===== src/rtl/core/ook_tx_pkg.sv =====
// ----------------------------------------------------------------------------
// ook_tx_pkg
// Shared types and constants for the OOK remote-frame transmitter.
// ----------------------------------------------------------------------------
package ook_tx_pkg;

  localparam int unsigned TickW   = 6;
  localparam int unsigned FrameW  = 32;
  localparam int unsigned PosW    = 6;
  localparam int unsigned RepeatW = 8;
  localparam int unsigned EmitW   = 26;
  localparam int unsigned UnitW   = 4;
  localparam int unsigned CfgIdxW = 2;

  localparam logic [CfgIdxW-1:0] REG_SHORT_LOW = 2'd0;
  localparam logic [CfgIdxW-1:0] REG_LONG_LOW  = 2'd1;
  localparam logic [CfgIdxW-1:0] REG_SYNC_LOW  = 2'd2;
  localparam logic [CfgIdxW-1:0] REG_PAUSE_LOW = 2'd3;

  localparam logic [TickW-1:0] SHORT_LOW_RST = 6'd1;
  localparam logic [TickW-1:0] LONG_LOW_RST  = 6'd6;
  localparam logic [TickW-1:0] SYNC_LOW_RST  = 6'd10;
  localparam logic [TickW-1:0] PAUSE_LOW_RST = 6'd41;

  typedef enum logic [3:0] {
    PH_IDLE  = 4'b0001,
    PH_SYNC  = 4'b0010,
    PH_BITS  = 4'b0100,
    PH_PAUSE = 4'b1000
  } phase_t;

  typedef struct packed {
    logic [TickW-1:0] short_low_ticks;
    logic [TickW-1:0] long_low_ticks;
    logic [TickW-1:0] sync_low_ticks;
    logic [TickW-1:0] pause_low_ticks;
  } cfg_t;

  typedef struct packed {
    logic               mode;
    logic [EmitW-1:0]   emitter_id;
    logic               group_flag;
    logic               switch_on;
    logic [UnitW-1:0]   unit_code;
    logic [RepeatW-1:0] repeat_count;
  } item_t;

  typedef struct packed {
    logic busy_res;
    logic pin_level;
  } result_t;

endpackage


===== src/rtl/core/ook_tx_seq.sv =====
// ----------------------------------------------------------------------------
// ook_tx_seq
// Frame sequencer: frame register, segment counters and line level.
// Each accepted item updates the state; the result is the
// state after the item.
// ----------------------------------------------------------------------------
module ook_tx_seq (
  input  logic                clk,
  input  logic                rst,
  input  logic                step,
  input  ook_tx_pkg::item_t   item,
  input  ook_tx_pkg::cfg_t    cfg,
  output ook_tx_pkg::result_t res
);

  logic [ook_tx_pkg::FrameW-1:0]  frame_bits, frame_bits_next;
  logic [ook_tx_pkg::PosW-1:0]    bit_position, bit_position_next;
  logic                           second_half, second_half_next;
  logic                           high_left, high_left_next;
  logic [ook_tx_pkg::TickW-1:0]   low_left, low_left_next;
  logic [ook_tx_pkg::RepeatW-1:0] repeats_left, repeats_left_next;
  ook_tx_pkg::phase_t             phase, phase_next;
  logic                           line_level, line_level_next;

  logic                           seg_end;
  logic                           done;
  logic                           sym_bit;
  logic [4:0]                     sym_idx;

  assign seg_end = !high_left && (low_left == '0);

  always_comb begin
    frame_bits_next   = frame_bits;
    bit_position_next = bit_position;
    second_half_next  = second_half;
    high_left_next    = high_left;
    low_left_next     = low_left;
    repeats_left_next = repeats_left;
    phase_next        = phase;
    line_level_next   = line_level;
    done              = 1'b0;
    sym_idx           = 5'd0;
    sym_bit           = 1'b0;

    if (item.mode) begin
      frame_bits_next   = {item.emitter_id, item.group_flag, item.switch_on, item.unit_code};
      repeats_left_next = (item.repeat_count == '0) ? 8'd1 : item.repeat_count;
      phase_next        = ook_tx_pkg::PH_SYNC;
      bit_position_next = '0;
      second_half_next  = 1'b0;
      high_left_next    = 1'b1;
      low_left_next     = cfg.sync_low_ticks;
    end else if (phase != ook_tx_pkg::PH_IDLE) begin
      if (seg_end) begin
        high_left_next = 1'b1;
        case (phase)
          ook_tx_pkg::PH_SYNC: begin
            phase_next        = ook_tx_pkg::PH_BITS;
            bit_position_next = '0;
            second_half_next  = 1'b0;
          end
          ook_tx_pkg::PH_BITS: begin
            if (second_half) begin
              second_half_next  = 1'b0;
              bit_position_next = bit_position + 6'd1;
            end else begin
              second_half_next = 1'b1;
            end
          end
          ook_tx_pkg::PH_PAUSE: begin
            repeats_left_next = repeats_left - 8'd1;
            if (repeats_left_next != '0) begin
              phase_next        = ook_tx_pkg::PH_SYNC;
              bit_position_next = '0;
              second_half_next  = 1'b0;
              low_left_next     = cfg.sync_low_ticks;
            end else begin
              done = 1'b1;
            end
          end
          default: begin
            done = 1'b1;
          end
        endcase

        if (phase_next == ook_tx_pkg::PH_BITS) begin
          if (bit_position_next[ook_tx_pkg::PosW-1]) begin
            phase_next    = ook_tx_pkg::PH_PAUSE;
            low_left_next = cfg.pause_low_ticks;
          end else begin
            sym_idx       = 5'd31 - bit_position_next[4:0];
            sym_bit       = frame_bits[sym_idx] ^ second_half_next;
            low_left_next = sym_bit ? cfg.long_low_ticks : cfg.short_low_ticks;
          end
        end
      end

      if (done) begin
        phase_next      = ook_tx_pkg::PH_IDLE;
        line_level_next = 1'b0;
        high_left_next  = 1'b0;
        low_left_next   = '0;
      end else if (high_left_next) begin
        line_level_next = 1'b1;
        high_left_next  = 1'b0;
      end else begin
        line_level_next = 1'b0;
        low_left_next   = low_left_next - 6'd1;
      end
    end
  end

  always_ff @(posedge clk) begin
    if (rst) begin
      frame_bits   <= '0;
      bit_position <= '0;
      second_half  <= 1'b0;
      high_left    <= 1'b0;
      low_left     <= '0;
      repeats_left <= '0;
      phase        <= ook_tx_pkg::PH_IDLE;
      line_level   <= 1'b0;
    end else if (step) begin
      frame_bits   <= frame_bits_next;
      bit_position <= bit_position_next;
      second_half  <= second_half_next;
      high_left    <= high_left_next;
      low_left     <= low_left_next;
      repeats_left <= repeats_left_next;
      phase        <= phase_next;
      line_level   <= line_level_next;
    end
  end

  assign res.pin_level = line_level_next;
  assign res.busy_res  = (phase_next != ook_tx_pkg::PH_IDLE);

`ifndef SYNTHESIS
  a_idle_low: assert property (@(posedge clk) disable iff (rst)
    (phase == ook_tx_pkg::PH_IDLE) |-> !line_level)
    else $error("line high while idle");

  a_bits_pos: assert property (@(posedge clk) disable iff (rst)
    (phase == ook_tx_pkg::PH_BITS) |-> !bit_position[ook_tx_pkg::PosW-1])
    else $error("bit position past frame end in data phase");

  a_busy_rep: assert property (@(posedge clk) disable iff (rst)
    (phase != ook_tx_pkg::PH_IDLE) |-> (repeats_left != '0))
    else $error("busy with no repeats left");
`endif

endmodule


===== src/rtl/core/ook_remote_frame_transmitter.sv =====
// ----------------------------------------------------------------------------
// ook_remote_frame_transmitter
// Tick-driven OOK remote-control frame transmitter with skid output stage.
// ----------------------------------------------------------------------------
// Usage:
//   s_* stream: one item per transfer. s_tuser is the mode (0 = one time-base
//   tick, 1 = start a transmission with the frame fields in s_tdata).
//   m_* stream: one result per input item, line level and busy flag.
//   cfg_*: register writes (index 0..3: short, long, sync, pause low ticks),
//   always ready, to be done while no item is in flight.
// Output: each result is registered in the output stage, or in the skid register while m_tready is low.
// Throughput: one item per clock while s_tready is high; the sequencer state updates
//   between the input transfer and the result register.
// Reset: line low, idle, timing registers back to 1/6/10/41 ticks.
// Stall: a skid register holds one extra result, so one more item is taken
//   while m_tready is low; s_tready then drops until the stage drains.
// ----------------------------------------------------------------------------
module ook_remote_frame_transmitter (
  input  logic                             clk,
  input  logic                             rst,
  input  logic                             s_tvalid,
  output logic                             s_tready,
  // [25:0] emitter_id, [26] group_flag, [27] switch_on, [31:28] unit_code,
  // [39:32] repeat_count
  input  logic [39:0]                      s_tdata,
  // [0] mode
  input  logic                             s_tuser,
  output logic                             m_tvalid,
  input  logic                             m_tready,
  // [0] pin_level, [1] busy_res, [7:2] zero
  output logic [7:0]                       m_tdata,
  input  logic                             cfg_valid,
  output logic                             cfg_ready,
  input  logic [ook_tx_pkg::CfgIdxW-1:0]   cfg_index,
  input  logic [ook_tx_pkg::TickW-1:0]     cfg_data
);

  ook_tx_pkg::cfg_t    cfg;
  ook_tx_pkg::item_t   item;
  ook_tx_pkg::result_t res;
  ook_tx_pkg::result_t out_res;
  ook_tx_pkg::result_t skid_res;
  logic                skid_valid;
  logic                s_xfer;

  assign cfg_ready = 1'b1;

  always_ff @(posedge clk) begin
    if (rst) begin
      cfg.short_low_ticks <= ook_tx_pkg::SHORT_LOW_RST;
      cfg.long_low_ticks  <= ook_tx_pkg::LONG_LOW_RST;
      cfg.sync_low_ticks  <= ook_tx_pkg::SYNC_LOW_RST;
      cfg.pause_low_ticks <= ook_tx_pkg::PAUSE_LOW_RST;
    end else if (cfg_valid && cfg_ready) begin
      case (cfg_index)
        ook_tx_pkg::REG_SHORT_LOW: cfg.short_low_ticks <= cfg_data;
        ook_tx_pkg::REG_LONG_LOW:  cfg.long_low_ticks  <= cfg_data;
        ook_tx_pkg::REG_SYNC_LOW:  cfg.sync_low_ticks  <= cfg_data;
        ook_tx_pkg::REG_PAUSE_LOW: cfg.pause_low_ticks <= cfg_data;
        default: ;
      endcase
    end
  end

  assign item.mode         = s_tuser;
  assign item.emitter_id   = s_tdata[25:0];
  assign item.group_flag   = s_tdata[26];
  assign item.switch_on    = s_tdata[27];
  assign item.unit_code    = s_tdata[31:28];
  assign item.repeat_count = s_tdata[39:32];

  assign s_tready = !skid_valid;
  assign s_xfer   = s_tvalid && s_tready;

  ook_tx_seq u_seq (
    .clk  (clk),
    .rst  (rst),
    .step (s_xfer),
    .item (item),
    .cfg  (cfg),
    .res  (res)
  );

  always_ff @(posedge clk) begin
    if (rst) begin
      m_tvalid   <= 1'b0;
      skid_valid <= 1'b0;
    end else if (!m_tvalid || m_tready) begin
      m_tvalid   <= skid_valid || s_xfer;
      skid_valid <= 1'b0;
    end else if (s_xfer) begin
      skid_valid <= 1'b1;
    end
  end

  always_ff @(posedge clk) begin
    if (!m_tvalid || m_tready) begin
      out_res <= skid_valid ? skid_res : res;
    end else if (s_xfer) begin
      skid_res <= res;
    end
  end

  assign m_tdata = {6'd0, out_res.busy_res, out_res.pin_level};

`ifndef SYNTHESIS
  a_skid_behind_out: assert property (@(posedge clk) disable iff (rst)
    skid_valid |-> m_tvalid)
    else $error("skid holds a result with output stage empty");

  a_stall_to_skid: assert property (@(posedge clk) disable iff (rst)
    (s_tvalid && s_tready && m_tvalid && !m_tready) |=> skid_valid)
    else $error("transfer during output stall not captured in skid");

  a_skid_drain: assert property (@(posedge clk) disable iff (rst)
    (skid_valid && m_tready) |=> (m_tvalid && !skid_valid))
    else $error("skid result not moved to output stage");
`endif

endmodule

===== config.mk =====
export PLATFORM = sky130hd
export DESIGN_NAME = ook_remote_frame_transmitter
export DESIGN_NICKNAME = d
export VERILOG_FILES = /design/src/rtl/core/ook_tx_pkg.sv /design/src/rtl/core/ook_tx_seq.sv /design/src/rtl/core/ook_remote_frame_transmitter.sv
export SDC_FILE = /design/constraint.sdc
export NUM_CORES = 1
export LEC_CHECK = 0
export ABC_AREA = 1
export BUFFER_PORTS_ARGS = -buffer_cell sky130_fd_sc_hd__buf_2
export CORE_ASPECT_RATIO = 0.75
export CORE_MARGIN = 3
export CORE_UTILIZATION = 52
export DETAILED_ROUTE_END_ITERATION = 10
export GPL_TIMING_DRIVEN = 0
export HOLD_SLACK_MARGIN = 0.06
export PLACE_DENSITY = 0.73
export SLEW_MARGIN = 20
export SYNTH_ARGS = -nofsm -noshare
export SYNTH_HDL_FRONTEND = slang
export SYNTH_SLANG_ARGS = --single-unit

===== constraint.sdc =====
create_clock -name clk -period 3.1 [get_ports clk]
set_input_delay 0.62 -clock clk [delete_from_list [all_inputs] [get_ports clk]]
set_output_delay 0.62 -clock clk [all_outputs]
set_load 0.03 [all_outputs]

After elaboration in Yosys (flattened, before gate mapping)
Cells that the tools add are included.
- flip-flop bits (word level): 89
- bits of input ports: 54
- output and inout bits: 11
- logic and storage cells: 122
- add/subtract/negate cells: 4
- bitwise gates (word level): 2
- order comparisons: 1
- reduce and logical (&&, ||, !) cells: 25
- muxes and demuxes: 63
- equality and inequality tests: 9
- operators by type and width (cell ; number):
    two-way mux 6 bit ; 20
    two-way mux 4 bit ; 10
    two-way mux 8 bit ; 5
    two-way mux 1 bit ; 22
    case mux 6 bit (3 select lines) ; 1
    AND reduction 2 bit ; 7
    equality test 4 x 3 -> 1 bit (second input constant) ; 2
    logical NOT 8 bit ; 1
    inequality test 4 x 1 -> 1 bit (second input constant) ; 2
    case mux 4 bit (2 select lines) ; 1
    nonzero test 8 bit ; 1
    subtractor 8 x 1 -> 8 bit (second input constant) ; 1
    adder 6 x 1 -> 6 bit (second input constant) ; 1
    logical NOT 6 bit ; 1
    less-than comparator 5 x 6 -> 1 bit (second input constant) ; 1
    nonzero test 2 bit ; 3
    subtractor 6 x 1 -> 6 bit (second input constant) ; 1
    binary-select mux 1 bit (select 5 bit) ; 1
    subtractor 5 bit (first input constant) ; 1
    equality test 2 bit (second input constant) ; 2
    equality test 4 x 2 -> 1 bit (second input constant) ; 1
    equality test 4 bit (second input constant) ; 1
    AND reduction 4 bit ; 1
    OR reduction 2 bit ; 2
    other kinds (11) ; 15

Depth between registers and ports, before layout
Gate-level depths: netlist of run 1.
- depth in word-level cells: 22
- gate-level depth with buffers: 32
- depth with buffers taken out: 32

Modules after synthesis
From an unflattened synthesis of run 1, not the netlist that was laid out.
- cells, all modules: 767
- area total of the unflattened synthesis: 5129.9 um^2
- by module, submodules not included (module ; area each (um^2) ; cells an instance ; instances):
    ook_tx_seq ; 3783.6 ; 591 ; 1
    ook_remote_frame_transmitter ; 1346.3 ; 176 ; 1

Worst setup path before layout of run 1
Ideal clock, no wire load.
- kind: reg-to-reg
- start: reg u_seq.repeats_left[0] in the netlist's numbering
- end: reg u_seq.low_left[4] in the netlist's numbering
- data required time: 2978 ps
- data arrival time: 3039 ps
- stages on the path, launching flop included: 30
- path slack: -61 ps
- setup time: 122 ps
- path buffers: 0
- path through: dfxtp_1 -> inv_2 -> ha_1 -> nand2_1 -> nand2_1 -> nor2_1 -> nand3_1 -> nor2_1 -> nand3_2 -> nand2_4 -> inv_2 -> o21bai_4 -> nand3_1 -> nand3_1 -> nand3_1 -> nand3_2 -> nand2_2 -> nand2_4 -> nand2_2 -> nand2_1 -> nand2_1 -> o21ai_1 -> nand3b_1 -> nand2_1 -> ha_1 -> nand4_1 -> nor2_1 -> nand2_1 -> nand3_1 -> a21oi_2
- word-level cells in the longest chain between the ends: 22
- RTL lines (what ; line ; RTL):
    from (decl) ; ook_tx_seq.sv:21 ; logic [ook_tx_pkg::RepeatW-1:0] repeats_left, repeats_left_next;
    from (signal assigned) ; ook_tx_seq.sv:129 ; repeats_left <= repeats_left_next;
    subtractor 8 x 1 -> 8 bit (*) ; ook_tx_seq.sv:71 ; repeats_left_next = repeats_left - 8'd1;
    nonzero test 8 bit (*) ; ook_tx_seq.sv:72 ; if (repeats_left_next != '0) begin
    two-way mux 6 bit ; ook_tx_seq.sv:72 ;
    case mux 6 bit (3 select lines) ; ook_tx_seq.sv:56 ; case (phase)
    two-way mux 6 bit ; ook_tx_seq.sv:54 ; if (seg_end) begin
    two-way mux 6 bit ; ook_tx_seq.sv:53 ; end else if (phase != ook_tx_pkg::PH_IDLE) begin
    two-way mux 6 bit ; ook_tx_seq.sv:45 ; if (item.mode) begin
    subtractor 5 bit ; ook_tx_seq.sv:91 ; sym_idx = 5'd31 - bit_position_next[4:0];
    [... 6 more ...] ; - ;
    two-way mux 6 bit ; ook_tx_seq.sv:54 ;
    two-way mux 6 bit ; ook_tx_seq.sv:53 ;
    two-way mux 6 bit ; ook_tx_seq.sv:45 ;
    subtractor 6 x 1 -> 6 bit ; ook_tx_seq.sv:108 ; low_left_next = low_left_next - 6'd1;
    two-way mux 6 bit ; ook_tx_seq.sv:103 ; end else if (high_left_next) begin
    two-way mux 6 bit (*) ; ook_tx_seq.sv:98 ; if (done) begin
    two-way mux 6 bit (*) ; ook_tx_seq.sv:53 ;
    two-way mux 6 bit (*) ; ook_tx_seq.sv:45 ;
    to (signal assigned) ; ook_tx_seq.sv:128 ; low_left <= low_left_next;
    to (decl) ; ook_tx_seq.sv:20 ; logic [ook_tx_pkg::TickW-1:0] low_left, low_left_next;
Every way passes the cells marked *; elsewhere a longest branch is shown, timed or not. The select of a mux whose other input is x is not followed.
A chain may end at the register's enable or synchronous reset.

Worst setup path after layout of run 1
- start: reg u_seq.repeats_left[1] in the netlist's numbering
- end: reg u_seq.low_left[4] in the netlist's numbering
The elaborated chain is that of the path after synthesis.

==> flow_summary.ini, run 1 <==
[timing]
layout_setup_ws_ns = -0.586
report.final.slew_viol_count = 0
grt_setup_unrepaired = yes
setup_viol = 6
period_needed_ns = 3.69
finalCritPeriodShare = 1.19
slew_headroom = 0.451
tns_ns = -2.85
report.final.hold_viol_count = 0
max_freq_mhz = 271
worst_pin_slew_ns = 0.818
skew_ns = 0.0102

[global_routing]
antenna_found_initial = 0
grt_pass1_vias = 5026
grt_usage = 0.275
grt_max_degree = 15
grt_pass1_wl_um = 24100
gr-total-overflow = 0

[finish]
final_layout_size_suffix_gt1_frac = 0.273
syn_to_final_growth_pct = 32.3
layout.nets = 892
fillers = 701
design_area_um2 = 6460
diodes = 0

[synthesis]
synthTopCellsByArea = dfxtp_1 35%, nand2_1 8.8%, o21ai_0 8.5%, nand3_1 8.1%, a21oi_1 7.9%
yosysUniqueCellTypes = 44
yosysSeqAreaShare = 0.373
synth_edf_count = 4
ys_async_sr_fraction = 0
yosysMostFrequentCell = nand2_1
avgSynthCellArea_um2 = 6.78
yosysTopAreaCell = dfxtp_1
ys_warn_count = 0
ys.flop_type = dfxtp_1
synth_cells = 720
netlist_area_um2 = 4880
yosys-top-cells-count = 115 x nand2_1, 97 x inv_1, 85 x dfxtp_1
yosysTopAreaCellShare = 0.348
ys_ff_latch = 89

[cts]
cts_made_buffers = 9
cts_hold_buf = 0
cts_max_path_buffers = 2
cts_tree = done
cts_root_buf = clkbuf_16
clock_latency_ns = 0.35
path_clk_slew_ns = 0.06
clock-sinks = 89
cts_max_level = 3

[floorplan]
die-area_um2 = 10600
core_region_area_um2 = 8780
initial_utilization = 0.556
io-pin-count = 65
die-height_um = 89.9
rows = 29
die_w_um = 118

[run_status]
status = finished with violations
violations = setup timing

[route]
drt-vias-per-instance = 5.66
drc_errors = 0
vias = 5454
drtAntennaViolNets = 0
drtIter0Drc = 544
firstDrtPassIters = 6
drt_wl_total_um = 15100
wl_per_cell_um = 15.7

[worst_setup_path]
cp.arrival_ns = 3.97
critical_path_class = flip-flop to flip-flop
end_kind = flip-flop
cp_slowest_stage_delay_ns = 0.37
cp_top_family = simple AND/OR/NAND/NOR gates
crit_buf_inv = 4
required_ns = 3.38
slowest_stage = dfxtp_4
critPathLaunchType = flip-flop
crit_fanout = 7
crit_top_cell = nand3_2

[power_and_ir_drop]
total_power_mw = 3.11
p_leak_nw = 2.84
vdd_drop_max_mv = 0.362
p_per_area_nw_per_um2 = 482

[place]
placed_area_um2 = 5340
hpwlAfterDp_um = 9910
io_buffers = 56
place_congestion = 0.893
preCtsSetupSlack_ns = -0.905

[hold_path]
hold_path.class = flip-flop to flip-flop

[job]
drv_cap = 0
kinds of logic after synthesis:
| kind of cell | Yosys count | synth area share |
|---|---|---|
| AOI/OAI and AO/OA | 192 | 0.214 |
| xor gates and xnor gates | 2 | 0.00359 |
| adders and majority gates | 4 | 0.0102 |
| buffers and inverters | 138 | 0.117 |
| DFF | 89 | 0.373 |
| other | 2 | 0.00154 |
| and+or+nand+nor | 293 | 0.281 |
registers in the layout, indices dropped and copies added (netlist names):
signal and cells:
cfg 24, m_tdata 2, m_tvalid 1, skid_res 2, skid_valid 1, u_seq.bit_position 6
u_seq.frame_bits 32, u_seq.high_left 1, u_seq.line_level 1, u_seq.low_left 6, u_seq.phase 4, u_seq.repeats_left 8
u_seq.second_half 1
path summary, 6_finish.rpt:
path	from	end	slack (ns)	cells after the start
worst max register to register	u_seq.repeats_left[1]$_SDFFE_PP0P_	u_seq.low_left[4]$_SDFFE_PP0P_	-0.59	30
worst min register to register	u_seq.frame_bits[25]$_SDFFE_PP0P_	u_seq.frame_bits[25]$_SDFFE_PP0P_	0.46	2
worst min-delay path	u_seq.frame_bits[25]$_SDFFE_PP0P_	u_seq.frame_bits[25]$_SDFFE_PP0P_	0.46	2
worst max-delay path	u_seq.repeats_left[1]$_SDFFE_PP0P_	u_seq.low_left[4]$_SDFFE_PP0P_	-0.59	30
tightest hold or removal path, cell delays in order (launching register included):
cell,delay [ns]
dfxtp_1,0.29
inv_1,0.06
a21oi_1,0.06
report_power, final:
part	total (mW)	internal (mW)	switching, mW	leakage, nW
Sequential	1.28	1.23	0.0509	0.739
Clock	1.06	0.609	0.455	0.139
Combinational	0.765	0.301	0.464	1.96
Total	3.11	2.14	0.970	2.84
cell type report:
cell class	instances	area [µm²]	share of cell area
repair buffers	98	686	0.106
inverters	103	399	0.0618
multi-input cells	498	2920	0.452
clock buffers	14	274	0.0424
well taps	124	155	0.0240
plain buffers	35	185	0.0287
flip-flops and latches	89	1830	0.284
clock inverters	2	12.5	0.00194
cell usage in the layout, fill, tap and decap left out, drive strengths merged, types with 5 or more instances in the layout:
| cell | instances |
|---|---|
| nand2 | 127 |
| buf | 111 |
| inv | 102 |
| o21ai | 92 |
| dfxtp | 85 |
| nand3 | 84 |
| a21oi | 80 |
| nor2 | 64 |
| clkbuf | 36 |
| nor3 | 10 |
| conb | 7 |
| a211oi | 5 |
stage by stage:
step / instances / hold slack (ns) / utilization
2_1_floorplan: 725 / 0.424 / -
3_3_place_gp: 905 / 0.433 / 0.608
3_5_place_dp: 905 / 0.446 / 0.608
4_1_cts: 956 / 0.456 / 0.713
5_1_grt: 963 / 0.476 / 0.736
6_report: 963 / 0.456 / 0.736
routing by layer:
layer | vias to the layer above | global-route usage | wire length, µm
li1 | 2598 | - | -
met3 | 35 | 0.0703 | 1460
met2 | 266 | 0.437 | 6890
met5 | - | 0 | 0
met1 | 2555 | 0.370 | 6520
met4 | 0 | 0.0820 | 267
timing repair:
item,CTS,global route
setup endpoints to repair,6,18
hold endpoints to repair,0,0
pin swaps,53,42
buffers inserted,34,8
gates resized for setup,79,37
gates cloned,1,0
No activity file was read; power rests on OpenSTA's default activity.
==> run 2, diff against run 1 <==
Settings changed: CELL_PAD_IN_SITES_DETAIL_PLACEMENT set to 0, CELL_PAD_IN_SITES_GLOBAL_PLACEMENT set to 1, CORE_UTILIZATION 52 to 37.
==> run 2 against run 1 <==
  * The run still ends with setup timing left
  * Via count is 5.6% lower
  * Highest routed layer unchanged
  * Global-route usage is 7.4 points lower
  * Largest cell class unchanged
  * Total power is 2.0% higher
  * Sequential share of layout area hardly changed
  * Cell area hardly changed
  * Sequential power hardly changed
  * Clock skew is 0.0054 ns lower
  * Combinational power is 5.9% lower
  * First-iteration DRC count is 37% lower
  * Final cell count is 3.4% higher
==> flow_summary.ini, run 2 (same netlist as run 1, synthesis figures left out) <==
[run_status]
status = finished with violations
violations = setup timing

[hold_path]
hold_path.class = flip-flop to flip-flop

[finish]
final_util = 0.514
layout_common_cells = 95 x inv_1, 95 x nand2_1, 83 x o21ai_0
fillers = 1254
final_layout_size_suffix_gt1_frac = 0.278
ff_latch_area_um2 = 1830
layout.nets = 883
diodes = 0
largest_reg_flops = 32
largest-register = u_seq.frame_bits
reg_top3 = u_seq.frame_bits (32), cfg (24), u_seq.repeats_left (8)
syn_to_final_growth_pct = 32.4
multi_input_area_um2 = 2910

[route]
drt_wl_total_um = 15100
firstDrtPassIters = 5
drc_errors = 0
wl_per_cell_um = 15.2
drtIter0Drc = 341
drtAntennaViolNets = 0
vias = 5146
drt-vias-per-instance = 5.17

[cts]
path_clk_slew_ns = 0.06
cts_max_path_buffers = 2
clock-sinks = 89
cts_made_buffers = 9
cts_max_level = 3
cts_root_buf = clkbuf_16
cts_tree = done
cts_hold_buf = 0
clock_latency_ns = 0.34

[global_routing]
busiest_layer = met2
grt_use_met2 = 0.304
antenna_found_initial = 0
gr-usage-met3 = 0.0417
grt_pass1_vias = 4736
grt_pass1_wl_um = 24100
met1_usage = 0.297
grt_usage = 0.201
grt_max_degree = 16
gr-total-overflow = 0

[timing]
skew_ns = 0.00470
max_freq_mhz = 280
layout_setup_ws_ns = -0.476
report.final.slew_viol_count = 0
report.final.hold_viol_count = 0
finalCritPeriodShare = 1.15
worst_pin_slew_ns = 0.900
hold_slack_ns = 0.455
grt_setup_unrepaired = yes
slew_headroom = 0.395
period_needed_ns = 3.58
setup_viol = 6

[worst_setup_path]
crit_fanout = 6
critical_path_class = flip-flop to flip-flop
required_ns = 3.37
cp.arrival_ns = 3.85
slowest_stage = dfxtp_4
crit_top_cell = nand2_2
crit_buf_inv = 2
end_kind = flip-flop
cp_top_family = simple AND/OR/NAND/NOR gates
cp_slowest_stage_delay_ns = 0.36
critPathLaunchType = flip-flop

[place]
io_buffers = 56
preCtsSetupSlack_ns = -0.940
place_congestion = 0.892
hpwlAfterDp_um = 10700

[floorplan]
initial_utilization = 0.389
die-height_um = 105
die_w_um = 139
die-area_um2 = 14600
core_region_area_um2 = 12600
io-pin-count = 65
rows = 35

[power_and_ir_drop]
total_power_mw = 3.17
vdd_drop_max_mv = 0.278
p_per_area_nw_per_um2 = 491
p_leak_nw = 2.81

[job]
drv_cap = 0
-- run 2: worst reg2reg max path, delay by kind of cell, from the launching register on --
family	cells	cell delay, ns
compound gates	3	0.40
flops	1	0.36
buf+inv	2	0.18
fa+ha+maj	2	0.26
simple gates	23	2.33
-- run 2: metal layers --
metal / vias to the layer above / routed length, µm / share of wire
met5: - / 0 / 0
li1: 2577 / - / -
met1: 2393 / 7420 / 0.49
met3: 8 / 1030 / 0.068
met2: 168 / 6560 / 0.43
met4: 0 / 95 / 0.0063
-- run 2: power breakdown --
| part | internal (mW) | switching, mW | total (mW) |
|---|---|---|---|
| clock | 0.706 | 0.468 | 1.17 |
| combinational | 0.268 | 0.451 | 0.720 |
| sequential | 1.23 | 0.0476 | 1.28 |
| total | 2.21 | 0.967 | 3.17 |
-- run 2: metrics by stage --
stage,area (µm²),setup TNS [ns],std cells
2_1_floorplan,4900,-0.0606,725
6_report,6460,-2.13,996
3_3_place_gp,5390,-4.22,947
5_1_grt,6460,-3.83,996
3_5_place_dp,5390,-4.12,947
4_1_cts,6250,-2.78,994
-- run 2: cell type report --
cell class,instances,area share
Multi-Input combinational cell,498,0.451
Sequential cell,89,0.283
Clock buffer,9,0.0348
Clock inverter,7,0.0145
Inverter,103,0.0614
Timing Repair Buffer,89,0.0947
Tap cell,166,0.0321
Buffer,35,0.0288
-- run 2: final timing paths --
path,endpoint,slack [ns],cells after the start,start
max,u_seq.low_left[4]$_SDFFE_PP0P_,-0.48,30,u_seq.repeats_left[1]$_SDFFE_PP0P_
min,u_seq.frame_bits[21]$_SDFFE_PP0P_,0.45,2,u_seq.frame_bits[21]$_SDFFE_PP0P_
max reg2reg,u_seq.low_left[4]$_SDFFE_PP0P_,-0.48,30,u_seq.repeats_left[1]$_SDFFE_PP0P_
min reg2reg,u_seq.frame_bits[21]$_SDFFE_PP0P_,0.45,2,u_seq.frame_bits[21]$_SDFFE_PP0P_
-- run 2: what timing repair did --
action	4_1_cts	5_1_grt
buffers inserted	29	6
gates cloned	2	0
pin swaps	41	43
resized for setup	57	53
setup endpoints to repair	6	9
==> run 3, diff against run 2 <==
Settings changed: SETUP_SLACK_MARGIN set to 0.1.
==> run 3 against run 2 <==
  * The run still ends with setup timing left
  * Non-clock buffer count increased by 8
  * Register-to-register slack got worse by 0.10 ns
  * Sequential power is essentially flat
  * Via count rose by 0.21%
  * Clock-buffer cell count grew 2
==> flow_summary.ini, run 3 (same netlist as run 1, synthesis figures left out) <==
[global_routing]
gr-total-overflow = 0
grt_pass1_vias = 4856
grt_usage = 0.208
antenna_found_initial = 0
grt_max_degree = 17
grt_pass1_wl_um = 24900

[finish]
largest_reg_flops = 32
reg_top3 = u_seq.frame_bits (32), cfg (24), u_seq.repeats_left (8)
layout.nets = 891
fillers = 1275
diodes = 0
final_common_cell = nand2_1
final_util = 0.516
layout_common_cells = 97 x nand2_1, 95 x inv_1, 82 x o21ai_0
largest-register = u_seq.frame_bits
final_layout_size_suffix_gt1_frac = 0.282
syn_to_final_growth_pct = 32.7

[cts]
cts_tree = done
cts_root_buf = clkbuf_16
cts_made_buffers = 9
cts_max_level = 3
cts_max_path_buffers = 2
clock-sinks = 89
path_clk_slew_ns = 0.07
clock_latency_ns = 0.35

[worst_setup_path]
crit_fanout = 5
rr_endpoint = u_seq.low_left[4]$_SDFFE_PP0P_
worst_r2r_path_depth = 31
critPathLaunchType = flip-flop
crit_top_cell = nand2_4
slowest_stage = dfxtp_4
cp.arrival_ns = 3.95
end_kind = flip-flop
cp_slowest_stage_delay_ns = 0.37
required_ns = 3.38
reg2reg_slack_ns = -0.58
timing.rr.start = u_seq.repeats_left[1]$_SDFFE_PP0P_
critical_path_class = flip-flop to flip-flop

[job]
drv_cap = 0

[power_and_ir_drop]
p_per_area_nw_per_um2 = 475
vdd_drop_max_mv = 0.251
p_leak_nw = 2.82
total_power_mw = 3.08

[timing]
worst_pin_slew_ns = 0.840
max_freq_mhz = 272
period_needed_ns = 3.68
setup_viol = 6
tns_ns = -2.28
finalCritPeriodShare = 1.19
report.final.hold_viol_count = 0
skew_ns = 0.00804
layout_setup_ws_ns = -0.577
grt_setup_unrepaired = yes
slew_headroom = 0.436
report.final.slew_viol_count = 0

[floorplan]
io-pin-count = 65
core_region_area_um2 = 12600
initial_utilization = 0.389
die-height_um = 105
rows = 35
die_w_um = 139
die-area_um2 = 14600

[hold_path]
hold_depth = 2
hold_path.class = flip-flop to flip-flop
min_to = cfg[23]$_SDFFE_PP0P_
min-delay-start = cfg[23]$_SDFFE_PP0P_

[place]
preCtsSetupSlack_ns = -0.853
place_congestion = 0.870
hpwlAfterDp_um = 10800
io_buffers = 56

[route]
wl_per_cell_um = 15.3
drt_wl_total_um = 15400
vias = 5157
drtIter0Drc = 312
drt-vias-per-instance = 5.14
drc_errors = 0
drtAntennaViolNets = 0
firstDrtPassIters = 5

[run_status]
violations = setup timing
status = finished with violations
## run 3: cell count changes in the layout (fill, tap and decap cells not counted), sizes merged
cell,before,now
bufinv,2,0
clkinvlp,2,3
clkbuf,31,33
buf,102,110
clkinv,3,2
## run 3: per-layer routing
layer	track usage	share of wire
met3	0.0458	0.056
met2	0.310	0.44
met4	0.0412	0.0062
met5	0	0
met1	0.308	0.50
## run 3: where the power goes
group / internal, mW / switching [mW]
Clock: 0.571 / 0.495
Combinational: 0.285 / 0.449
Sequential: 1.23 / 0.0493
Total: 2.09 / 0.993
## run 3: cell type report
class                      count  area (µm²)  share of cell area
clock buffer                  11         243              0.0375
inverter                     103         402              0.0620
buffer                        35         183              0.0282
clock inverter                 5        40.0             0.00618
timing repair buffer          97         643              0.0992
multi-input combinational    498        2930               0.452
sequential                    89        1830               0.283
tap                          166         208              0.0321
## run 3: metrics by stage
stage,instance area (µm²),hold slack [ns],std cells
2_1_floorplan,4930,0.424,725
3_3_place_gp,5420,0.433,947
3_5_place_dp,5420,0.439,947
4_1_cts,6150,0.457,992
5_1_grt,6480,0.473,1004
6_report,6480,0.457,1004
## run 3: worst max-delay path: cells and delay by family, from the launching register on
kind	cells	cell delay, ns
simple gates	21	1.97
compound gates	4	0.58
buf+inv	4	0.40
flops	1	0.37
fa+ha+maj	2	0.28
## run 3: repair_timing
item,4_1_cts,5_1_grt
resized for setup,51,57
setup endpoints to repair,6,13
setup buffers,29,16
endpoints found under the hold margin,0,0
pin swaps,17,41
hold buffers,0,0
## run 3: worst max-delay path by stage
stage / startpoint / to / slack (ns) / cells after the start
final: u_seq.repeats_left[1]$_SDFFE_PP0P_ / u_seq.low_left[4]$_SDFFE_PP0P_ / -0.58 / 31
after global routing: u_seq.repeats_left[1]$_SDFFE_PP0P_ / u_seq.low_left[4]$_SDFFE_PP0P_ / -0.87 / 31
after CTS: u_seq.repeats_left[1]$_SDFFE_PP0P_ / u_seq.low_left[4]$_SDFFE_PP0P_ / -0.58 / 30
after detailed placement: u_seq.repeats_left[0]$_SDFFE_PP0P_ / u_seq.low_left[4]$_SDFFE_PP0P_ / -0.85 / 29
after global placement: u_seq.repeats_left[0]$_SDFFE_PP0P_ / u_seq.low_left[4]$_SDFFE_PP0P_ / -0.82 / 29
after floorplan: u_seq.repeats_left[0]$_SDFFE_PP0P_ / u_seq.low_left[4]$_SDFFE_PP0P_ / -0.02 / 31
